<file path="config.mk">
export PLATFORM = sky130hd
export DESIGN_NAME = afc_mac
export DESIGN_NICKNAME = d
export VERILOG_FILES = /design/src/rtl/core/afc_pkg.sv /design/src/rtl/core/afc_mac.sv
export SDC_FILE = /design/constraint.sdc
export NUM_CORES = 2
export LEC_CHECK = 0
export ABC_AREA = 1
export BUFFER_PORTS_ARGS = -buffer_cell sky130_fd_sc_hd__buf_2
export CAP_MARGIN = 10
export CORE_MARGIN = 2
export CORE_UTILIZATION = 56
export CTS_BUF_LIST = sky130_fd_sc_hd__clkbuf_4 sky130_fd_sc_hd__clkbuf_8 sky130_fd_sc_hd__clkbuf_16
export DETAILED_ROUTE_END_ITERATION = 8
export PLACE_DENSITY = 0.73
export SYNTH_ARGS = -nofsm -noshare
export SYNTH_HDL_FRONTEND = slang
export SYNTH_SLANG_ARGS = --single-unit
export TNS_END_PERCENT = 30
</file>
<file path="constraint.sdc">
create_clock -name clk -period 7.86 [get_ports clk]
set_clock_uncertainty 0.2 [all_clocks]
set_input_delay 0.393 -clock clk [delete_from_list [all_inputs] [get_ports clk]]
set_output_delay 0.393 -clock clk [all_outputs]
set_load 0.05 [all_outputs]
</file>
<file path="src/rtl/core/afc_pkg.sv">
// ----------------------------------------------------------------------------
// afc_pkg
// Shared constants and types for the box/frustum cull test unit.
// ----------------------------------------------------------------------------
package afc_pkg;

    localparam int NUM_PLANES = 6;
    localparam int FRAC_BITS  = 16;

    localparam int COORD_W = 32;                       // field width
    localparam int EXT_W   = COORD_W + 1;              // far corner, exact
    localparam int PROD_W  = COORD_W + EXT_W;          // coef * corner
    localparam int ACC_W   = PROD_W + 2;               // three products plus offset
    localparam int IDX_W   = 3;                        // plane_index field width
    localparam int PLANE_W = (NUM_PLANES > 1) ? $clog2(NUM_PLANES) : 1;

    localparam logic OP_LOAD = 1'b0;
    localparam logic OP_TEST = 1'b1;

    typedef struct packed {
        logic signed [COORD_W-1:0] nx;
        logic signed [COORD_W-1:0] ny;
        logic signed [COORD_W-1:0] nz;
        logic signed [COORD_W-1:0] d;
    } plane_t;

    typedef struct packed {
        logic acc_load;   // acc <= offset scaled to product precision
        logic acc_add;    // acc <= acc + product
        logic mul_en;     // product <= coef * corner
    } mac_ctrl_t;

    typedef enum logic [3:0] {
        S_IDLE = 4'b0001,
        S_PREP = 4'b0010,
        S_RUN  = 4'b0100,
        S_DONE = 4'b1000
    } state_t;

endpackage

</file>
<file path="src/rtl/core/afc_mac.sv">
// ----------------------------------------------------------------------------
// afc_mac
// Shared multiply-accumulate: one exact 32x33 product per cycle while mul_en
// is set, into a 67-bit accumulator, with the sign of the finished sum.
// ----------------------------------------------------------------------------
module afc_mac (
    input  logic                                clk,
    input  logic                                rst_n,
    input  afc_pkg::mac_ctrl_t                  ctrl,
    input  logic signed [afc_pkg::COORD_W-1:0]  coef,
    input  logic signed [afc_pkg::EXT_W-1:0]    corner,
    input  logic signed [afc_pkg::COORD_W-1:0]  offset,
    output logic                                negative
);
    import afc_pkg::*;

    logic signed [PROD_W-1:0] prod_reg;
    logic signed [ACC_W-1:0]  acc_reg;
    logic signed [ACC_W-1:0]  sum;
    logic signed [ACC_W-1:0]  offset_scaled;

    assign offset_scaled = {{(ACC_W - COORD_W - FRAC_BITS){offset[COORD_W-1]}},
                            offset, {FRAC_BITS{1'b0}}};
    assign sum           = acc_reg + ACC_W'(prod_reg);
    assign negative      = sum[ACC_W-1];

    always_ff @(posedge clk)
    begin
        if (ctrl.mul_en)
        begin
            prod_reg <= PROD_W'(coef) * PROD_W'(corner);
        end
        if (ctrl.acc_load)
        begin
            acc_reg <= offset_scaled;
        end
        else if (ctrl.acc_add)
        begin
            acc_reg <= sum;
        end
    end

    mac_exclusive_a: assert property (@(posedge clk) disable iff (!rst_n)
        !(ctrl.acc_load && ctrl.acc_add))
        else $error("accumulator load and add in the same cycle");

    // An add always consumes a product formed the cycle before
    mac_add_after_mul_a: assert property (@(posedge clk) disable iff (!rst_n)
        ctrl.acc_add |-> $past(ctrl.mul_en))
        else $error("accumulator add without a fresh product");

    mac_load_with_mul_a: assert property (@(posedge clk) disable iff (!rst_n)
        ctrl.acc_load |-> ctrl.mul_en)
        else $error("plane start without first product");

endmodule

</file>
==> out/qor.txt <==
critical path type: in2reg
row count: 108
Yosys cell types: 42
CP Capture Type: register
post_cts resized: 0
fin cells: 7,735
Via Count: 40.6k
CP Max Fanout: 29
Setup Viol. Count Final: 0
Final HPWL DP: 127,000 µm
crit path launch type: input pin
FF+latch count, synth: 132
setup TNS: 0 ps
Hold Fails Final Rpt: 0
die area: 90,300 µm²
synthesized net count: 7,872
syn avg cell area: 7.68 µm²
I/O Pins: 103
status: finished, final reports clean
Ys Warns: 0
Cells after Synth: 6,405
drt wl/cell: 18.7 µm
RSZ-0062 raised after global routing: no
Total GRT Usage: 33.8%
Max Cap Violations: 0
initial antenna violation count: 4
Setup WS post-layout: 480 ps
Initial Util: 56.6%
clk buf depth: 2
setup bufs post-CTS: 0
FF-to-FF End: acc_reg[60]
gpl congestion: 0.993
Port Buffers: 101
Tightest Pin Transition: 1150 ps
post-layout min period: 7380 ps
post-DR vias/cell: 5.25
hold_buf cts: 6
Post-synth top flop: edfxtp_1
CTS clock-pin slew for the worst setup and hold paths: 70 ps
area growth from synthesis to layout: 8.06%
Initial DRC Count: 3,314
CTS tree: yes
CTS Buf Count: 17
Worst EP required: 7850 ps
clock root buffer: clkbuf_16
asr flop ratio synth: 0%
Pre-antenna DRT Iters: 6
core area: 86,900 µm²
final wirelength: 145,000 µm
hold path depth: 3
Cells after DPL: 7,695
HP Start: offset[22]
Max Slew Vio Count: 0
# DRC: 0
slew margin rel.: 23.1%
largest net degree at the start of global routing: 67
Reg area: 3800 µm²
vias in the first global route: 43.2k
worst hold path endpoint: acc_reg[38]
first-pass GRT wire length: 235,000 µm
Die H: 300 µm
Fmax achieved: 135 MHz
Final ANT Viol Nets: 0
EDFF count, synth: 116
post-route clock period utilization: 93.9%
share of layout cells above drive strength 1: 7.39%
# fillers: 7,794
Post-Syn Area: 49,200 µm²
die width: 300 µm
worst min-delay path category: in2reg
dpl ws: 111 ps
max FFs per register: 67
R2R depth: 17
worst-skew pair later-pin latency: 450 ps
Final Util: 61.2%
GRT overflow: 0
H-tree Lvls: 4
nets: 8,032
Sink Count: 132
WP data arrival: 7380 ps
Seq/Total Area, Yosys: 7.73%
Multi-input gate area: 37,500 µm²
R2R Setup Slk: 4570 ps
R2R Path Start: prod_reg[0]
-- Yosys cell counts (9+ instances only) --
library cell / count / area share (%)
a21oi_1: 169 / 1.7
nand2_2: 13 / 0.17
nand3b_1: 14 / 0.21
nor3_1: 21 / 0.21
nand2_1: 1814 / 14
or2_2: 9 / 0.11
fa_1: 1113 / 45
o22ai_1: 16 / 0.20
xor2_1: 43 / 0.77
ha_1: 252 / 6.4
nor4_1: 9 / 0.11
nand4_1: 36 / 0.46
nor2_1: 297 / 2.3
edfxtp_1: 116 / 7.1
clkbuf_1: 232 / 1.8
inv_2: 13 / 0.099
xnor2_1: 25 / 0.44
dfxtp_1: 16 / 0.65
o21ai_0: 91 / 0.93
nand3_1: 132 / 1.3
o21bai_1: 34 / 0.52
nor2_2: 19 / 0.24
inv_1: 1852 / 14
-- layer usage --
layer / track usage [%] / routed length, µm / vias to the layer above
li1: - / - / 18563
met1: 46.2 / 59800 / 20204
met2: 56.7 / 69200 / 1597
met3: 4.17 / 10800 / 281
met4: 10.3 / 5120 / 0
met5: 0 / 0 / -
-- layout by cell type, fill, tap and decap left out, types with 13 or more instances in the layout --
cell type / count
fa_1: 1113
o22ai_1: 16
nand3b_1: 14
buf_4: 258
nor2_2: 20
xor2_1: 43
nand2_2: 13
nor2_1: 296
xnor2_1: 25
a21oi_1: 169
buf_12: 16
inv_1: 1852
nand2_1: 1814
o21bai_1: 34
ha_1: 252
edfxtp_1: 116
dfxtp_1: 16
nand3_1: 132
clkbuf_16: 17
inv_2: 13
nand4_1: 36
nor3_1: 21
o21ai_0: 91
buf_2: 101
-- worst max path at each step --
stage | slack (ps) | end | cells past startpoint | start
floorplan | 320 | prod_reg[64] | 27 | coef[7]
finish | 480 | prod_reg[45] | 23 | coef[4]
detailed placement | 110 | prod_reg[61] | 28 | coef[7]
global route | 120 | prod_reg[60] | 28 | coef[7]
CTS | 570 | prod_reg[64] | 25 | coef[4]
global placement | 190 | prod_reg[47] | 21 | coef[4]
-- critical path, cell delays in order --
cell and delay (ps):
buf_2 510, nand2_1 110, inv_1 100, fa_1 480, fa_1 500, fa_1 600
buf_4 190, fa_1 450, fa_1 500, fa_1 500, fa_1 560, inv_1 60
fa_1 490, inv_1 40, ha_1 350, a21oi_1 330, o21ai_0 150, inv_1 90
o21ai_0 110, nor2_1 230, nand3_1 230, xor2_1 200, buf_4 170
-- stage by stage --
step           hold slack, ps  instance area (µm²)
2_1_floorplan             242                49200
3_3_place_gp              250                52500
3_5_place_dp              266                52500
4_1_cts                  3.22                53200
5_1_grt                  9.54                53200
6_report                 24.2                53200
-- area by class of cell --
type                       instances  area share (%)
timing repair buffer             381            5.31
sequential                       132            7.15
antenna                            2         0.00941
inverter                        1866            13.2
tap                             1155            2.72
clock inverter                    13           0.282
clock buffer                      19           0.828
multi-input combinational       4167            70.5
-- kinds of logic after synthesis --
group	count (synthesis)	share of synthesized area, %
AOI/OAI and AO/OA	347	3.92
xor gates and xnor gates	68	1.21
adders and majority gates	1365	51.7
buffers and inverters	2106	16.1
DFF	132	7.73
and+or+nand+nor	2387	19.4
Power is left out: the tool's default activity adds up to more than one toggle a clock period on the data nets, which glitch-free logic cannot reach.
