===== config.mk =====
export PLATFORM = sky130hd
export DESIGN_NAME = afc_plane_store
export DESIGN_NICKNAME = d
export VERILOG_FILES = /design/src/rtl/core/afc_pkg.sv /design/src/rtl/core/afc_plane_store.sv
export SDC_FILE = /design/constraint.sdc
export NUM_CORES = 1
export LEC_CHECK = 0
export ABC_AREA = 1
export BUFFER_PORTS_ARGS = -buffer_cell sky130_fd_sc_hd__buf_2
export CORE_ASPECT_RATIO = 1.1
export CORE_MARGIN = 10
export CORE_UTILIZATION = 55
export CTS_CLUSTER_DIAMETER = 200
export DETAILED_ROUTE_END_ITERATION = 7
export MAX_ROUTING_LAYER = met4
export PLACE_DENSITY = 0.79
export SLEW_MARGIN = 20
export SYNTH_ARGS = -nofsm -noshare
export SYNTH_HDL_FRONTEND = slang
export SYNTH_SLANG_ARGS = --single-unit
export TNS_END_PERCENT = 100

===== constraint.sdc =====
create_clock -name clk -period 0.9 [get_ports clk]
set_input_delay 0.09 -clock clk [delete_from_list [all_inputs] [get_ports clk]]
set_output_delay 0.09 -clock clk [all_outputs]
set_load 0.05 [all_outputs]

===== src/rtl/core/afc_pkg.sv =====
// ----------------------------------------------------------------------------
// afc_pkg
// Shared constants and types for the box/frustum cull test unit.
// ----------------------------------------------------------------------------
package afc_pkg;

    localparam int NUM_PLANES = 6;
    localparam int FRAC_BITS  = 16;

    localparam int COORD_W = 32;                       // field width
    localparam int EXT_W   = COORD_W + 1;              // far corner, exact
    localparam int PROD_W  = COORD_W + EXT_W;          // coef * corner
    localparam int ACC_W   = PROD_W + 2;               // three products plus offset
    localparam int IDX_W   = 3;                        // plane_index field width
    localparam int PLANE_W = (NUM_PLANES > 1) ? $clog2(NUM_PLANES) : 1;

    localparam logic OP_LOAD = 1'b0;
    localparam logic OP_TEST = 1'b1;

    typedef struct packed {
        logic signed [COORD_W-1:0] nx;
        logic signed [COORD_W-1:0] ny;
        logic signed [COORD_W-1:0] nz;
        logic signed [COORD_W-1:0] d;
    } plane_t;

    typedef struct packed {
        logic acc_load;   // acc <= offset scaled to product precision
        logic acc_add;    // acc <= acc + product
        logic mul_en;     // product <= coef * corner
    } mac_ctrl_t;

    typedef enum logic [3:0] {
        S_IDLE = 4'b0001,
        S_PREP = 4'b0010,
        S_RUN  = 4'b0100,
        S_DONE = 4'b1000
    } state_t;

endpackage


===== src/rtl/core/afc_plane_store.sv =====
// ----------------------------------------------------------------------------
// afc_plane_store
// Clip plane register file: one write port, one read port, cleared at reset.
// ----------------------------------------------------------------------------
module afc_plane_store (
    input  logic                           clk,
    input  logic                           rst_n,
    input  logic                           we,
    input  logic [afc_pkg::IDX_W-1:0]      wr_index,
    input  afc_pkg::plane_t                wr_plane,
    input  logic [afc_pkg::PLANE_W-1:0]    rd_index,
    output afc_pkg::plane_t                rd_plane
);
    import afc_pkg::*;

    plane_t plane_reg [NUM_PLANES];
    logic   in_range;

    // Drop loads aimed past the last slot
    assign in_range = ({1'b0, wr_index} < (IDX_W + 1)'(NUM_PLANES));

    always_ff @(posedge clk or negedge rst_n)
    begin
        if (!rst_n)
        begin
            for (int i = 0; i < NUM_PLANES; i++)
            begin
                plane_reg[i] <= '0;
            end
        end
        else if (we && in_range)
        begin
            plane_reg[wr_index[PLANE_W-1:0]] <= wr_plane;
        end
    end

    assign rd_plane = plane_reg[rd_index];

endmodule


==> flow_summary.toml, run 1 <==
[die]
ioPinCount = 265
start_util = 0.554
die_h_um = 291
die_width_um = 266
rows = 99
dieArea_um2 = 77500
fp.coreArea_um2 = 66300

[pwr]
ir_drop_uv = 1830
leakagePower_nw = 25.4
pwr_density_cell_nw_per_um2 = 2170

[drt]
drt_iter0_drc = 3830
routedWlPerCell_um = 18.9
ant_nets = 0
drt-total-wl_um = 118000
dr.pass1.iters = 7
vias_per_cell = 5.63
drc = 0
vias = 35000

[setup_path]
critPathLaunchType = "flop"
cp_max_fo = 2
worst_ep_required_time_ns = 0.81
arrival_ns = 1.72
critPathMaxStageDelay_ns = 0.40
crit_chain = "inv_1, nand2_1, nand3_1, nand2_1, nand2_2, nand2_4, buf_8"
crit_top_cell = "nand2_1"
cp_slowest_cell = "dfrtp_1"
path_class = "flop to output port"
end_kind = "output port"

[cts]
clk_pin_slew_worst_paths_ns = 0.06
clk_latency_ns = 0.61
cts_tree = "yes"
numCtsBuffers = 81
hold_buffers = 130
ctsHtreeMaxLevel = 3
cts_root_buffer = "clkbuf_16"
clockBufferDepth = 3
cts_sinks = 768

[synth]
synth.yosys.seq_area_share = 0.523
yosys_warnings = 0
post_synth_num_cell_types = 21
syn_area_um2 = 36700
avgSynthCellArea_um2 = 7.85
synth_nets = 4817
syn_inst = 4680
ys_seq_elements = 768

[finish]
layout_common_cells = "1372 x nand2_1, 768 x dfrtp_1, 631 x inv_1"
final_common_cell = "nand2_1"
fin_area_um2 = 49100
drive_gt1_frac = 0.232
syn_to_final_growth_pct = 33.6
final_cells = 6212
multi_input_area_um2 = 15000
largest_register_ff_count = 768
regArea_um2 = 19200
nFillCells = 4165
nNetsFinal = 5423

[place]
place_hpwl_um = 67100
place_inst = 5770
portBuffers = 264
place_area_um2 = 41800
gp_congestion = 0.828

[global_route]
grt_pass1_vias = 34100
globalRouteTotalUtil = 0.294
grt_pass1_wl_um = 181000
grt_start_max_net_pins = 63
grt_overflow = 0
antenna_found_initial = 2

[sta]
period_share = 2.01
maxSlewViolCount = 0
rsz0062_at_grt = "true"
fin_ws_ns = -0.910
hold-worst-slack_ns = -0.0825
setup_viol = 132
fmax_ghz = 0.552
min_period_ns = 1.81
skew_ns = 0
relSlewSlack = 0.744
worst_pin_slew_ns = 0.383
hold_viol_final = 7

[run_status]
violations = "hold timing, setup timing"
outcome = "finished, violations left"

[worst_hold_path]
hp-class = "primary input to async pin"

[run]
cap_violations = 0
[logic make-up (layout without fill, tap and decap cells)]
logic type             count (synthesis)  count (layout)  synth area share
DFF                                  768             768             0.523
other                                  0               3                 0
AOI/OAI and AO/OA                    896             896             0.132
buffers and inverters                956            1627             0.117
and+or+nand+nor                     2060            2060             0.228
[final cells by class]
type | count | share of cell area
timing repair buffer | 832 | 0.176
sequential | 768 | 0.392
tap | 858 | 0.0219
antenna | 3 | 0.000153
clock inverter | 22 | 0.00510
inverter | 647 | 0.0498
clock buffer | 126 | 0.0497
multi-input combinational | 2956 | 0.305
[path summary, 6_finish.rpt]
| kind | start | endpoint | slack, ns | cells past startpoint |
|---|---|---|---|---|
| min reg2reg | plane_reg[143] | plane_reg[143] | 0.48 | 2 |
| max in group asynchronous | rst_n | plane_reg[5] | 0.22 | 4 |
| min in group clk | wr_index[2] | plane_reg[480] | 0.10 | 5 |
| max | plane_reg[634] | rd_plane[122] | -0.91 | 7 |
| max reg2reg | plane_reg[201] | plane_reg[201] | -0.12 | 5 |
| min | rst_n | plane_reg[43] | -0.08 | 2 |
[power breakdown]
group	switching (mW)	total (mW)	internal (mW)
sequential	3.79	44.8	41.0
combinational	15.7	27.6	11.8
clock	14.1	34.2	20.1
[Yosys cell counts (all sizes together)]
cell    number  share of area
dfrtp      768           0.52
or2        128          0.022
nand2     1671           0.17
o211ai     128          0.026
o21ai      768           0.11
buf        243          0.044
clkbuf      66         0.0068
nand3      256          0.035
nor2         5        0.00072
inv        647          0.066
[metrics by stage]
step	total power, mW	setup TNS, ns	utilization	worst slack, ns
floorplan	59.3	-17.91	-	-0.174
global placement	65.1	-284.60	0.631	-0.570
detailed placement	66.1	-290.76	0.631	-0.569
CTS	103	-103.08	0.720	-0.888
global route	111	-108.97	0.741	-0.973
finish	107	-101.90	0.741	-0.910
[critical path: cells and delay by family (launching register included)]
| family | cells | cell delay [ns] |
|---|---|---|
| buffers and inverters | 2 | 0.25 |
| DFF | 1 | 0.40 |
| and+or+nand+nor | 5 | 0.44 |
[routing by layer]
layer,track usage,part of all wire,up-vias,wire length [um]
li1,-,-,15800,-
met1,0.360,0.39,16800,45300
met2,0.474,0.49,1863,57300
met3,0.0466,0.078,485,9200
met4,0.135,0.048,0,5680
met5,-,0,-,0
[what timing repair did]
action | in CTS | in global routing
endpoints found under the hold margin | 1536 | 7
setup endpoints to repair | 128 | 136
buffers inserted | 56 | 106
gates resized for setup | 467 | 194
pin swaps | 233 | 137
Power figures use the tool's default switching activity.
==> inputs of run 2 (changes only) <==
CORE_ASPECT_RATIO = 1.2   (was 1.1)
==> run 2 against run 1 <==
Net effect:
- the run still ends with hold timing, setup timing left
- worst hold slack got worse by 0.0012 ns
- critical path depth shrank 3
- clock power about the same
- largest cell class unchanged
- highest routed layer unchanged
==> flow_summary.toml, run 2 (synthesized netlist as in run 1, its figures left out) <==
[sta]
period_share = 1.98
hold-worst-slack_ns = -0.0837
relSlewSlack = 0.644
maxSlewViolCount = 0
fin_ws_ns = -0.880
setup_viol = 134
min_period_ns = 1.78
hold_viol_final = 10
worst_pin_slew_ns = 0.530
fmax_ghz = 0.562
skew_ns = 0
rsz0062_at_grt = "true"

[drt]
drc = 0
drt_iter0_drc = 3714
vias = 34800
routedWlPerCell_um = 18.8
drt-total-wl_um = 118000
vias_per_cell = 5.58
ant_nets = 0
dr.pass1.iters = 7

[die]
die_width_um = 256
fp.coreArea_um2 = 66000
dieArea_um2 = 77600
die_h_um = 303
rows = 103
start_util = 0.557
ioPinCount = 265

[setup_path]
arrival_ns = 1.69
cp_max_fo = 2
critPathLaunchType = "flop"
worstRegToRegCells = 3
worst_ep_required_time_ns = 0.81
crit_chain = "or2_4, o211ai_1, nand2_4, buf_8"
end_kind = "output port"
reg2reg_from = "plane_reg[196]"
reg2reg_slack_ns = -0.15
r2r-end = "plane_reg[196]"
cp_slowest_cell = "dfrtp_1"
critPathMaxStageDelay_ns = 0.40
path_class = "flop to output port"

[cts]
clk_pin_slew_worst_paths_ns = 0.07
clockBufferDepth = 3
clk_latency_ns = 0.62
numCtsBuffers = 76
cts_tree = "yes"
hold_buffers = 129
ctsHtreeMaxLevel = 3
cts_root_buffer = "clkbuf_16"
cts_sinks = 768

[finish]
final_cells = 6245
layout_common_cells = "1369 x nand2_1, 768 x dfrtp_1, 629 x inv_1"
drive_gt1_frac = 0.235
nNetsFinal = 5429
syn_to_final_growth_pct = 34.1
largest_register_ff_count = 768
final_common_cell = "nand2_1"
utilization = 0.746
fin_area_um2 = 49200

[pwr]
ir_drop_uv = 1930
pwr_density_cell_nw_per_um2 = 2160
total_power_mw = 106
leakagePower_nw = 25.4

[place]
gp_congestion = 0.824
place_hpwl_um = 66000
portBuffers = 264
place_area_um2 = 41900
place_worst_setup_slack_ns = -0.597
place_inst = 5800

[global_route]
grt_start_max_net_pins = 75
grt_pass1_wl_um = 181000
grt_pass1_vias = 34100
globalRouteTotalUtil = 0.294
grt_overflow = 0
antenna_found_initial = 1

[run]
cap_violations = 0

[run_status]
outcome = "finished, violations left"
violations = "hold timing, setup timing"

[worst_hold_path]
hp-class = "primary input to async pin"
-- run 2: where the power goes --
group	switching [mW]	leakage (nW)	internal, mW
registers	3.80	9.66	41.0
logic	15.8	14.5	12.0
clock network	14.0	1.30	19.9
-- run 2: how the worst max path moves through the flow --
stage / startpoint / end / cells past startpoint
after floorplan: rd_index[0] / rd_plane[10] / 6
after global placement: rd_index[1] / rd_plane[1] / 6
after detailed placement: rd_index[1] / rd_plane[1] / 6
after CTS: plane_reg[247] / rd_plane[119] / 4
after global routing: plane_reg[448] / rd_plane[64] / 7
final: plane_reg[255] / rd_plane[127] / 4
-- run 2: final cells by class --
class                           count  area (um^2)
Tap cell                          892         1120
Antenna cell                        2         5.00
Multi-Input combinational cell   2956        15000
Inverter                          647         2450
Timing Repair Buffer              843         8800
Fill cell                        4266        16700
Clock inverter                     30          427
Clock buffer                      107         2220
Sequential cell                   768        19200
-- run 2: critical path: cells and delay by family, from the launching register on --
family,cells,cell delay [ns]
AOI/OAI and AO/OA,1,0.18
DFF,1,0.40
and+or+nand+nor,2,0.33
buffers and inverters,1,0.16
-- run 2: routing by layer --
layer,vias to the layer above,part of all wire,global-route usage
met3,461,0.070,0.0408
met5,-,0,-
met2,1824,0.49,0.492
met1,16700,0.39,0.355
li1,15800,-,-
met4,0,0.046,0.126
-- run 2: what timing repair did --
action                     4_1_cts  5_1_grt
resized for setup              482      185
buffers inserted                67      111
pin swaps                      248      165
setup endpoints to repair      128      129
hold endpoints to repair      1536       10
-- run 2: per-stage QoR --
stage / TNS [ns] / hold WS [ns]
6_report: -102.40 / -0.0837
5_1_grt: -108.56 / -0.0749
3_5_place_dp: -287.05 / -0.0357
3_3_place_gp: -270.51 / -0.0354
2_1_floorplan: -17.91 / -0.206
4_1_cts: -102.21 / -0.105
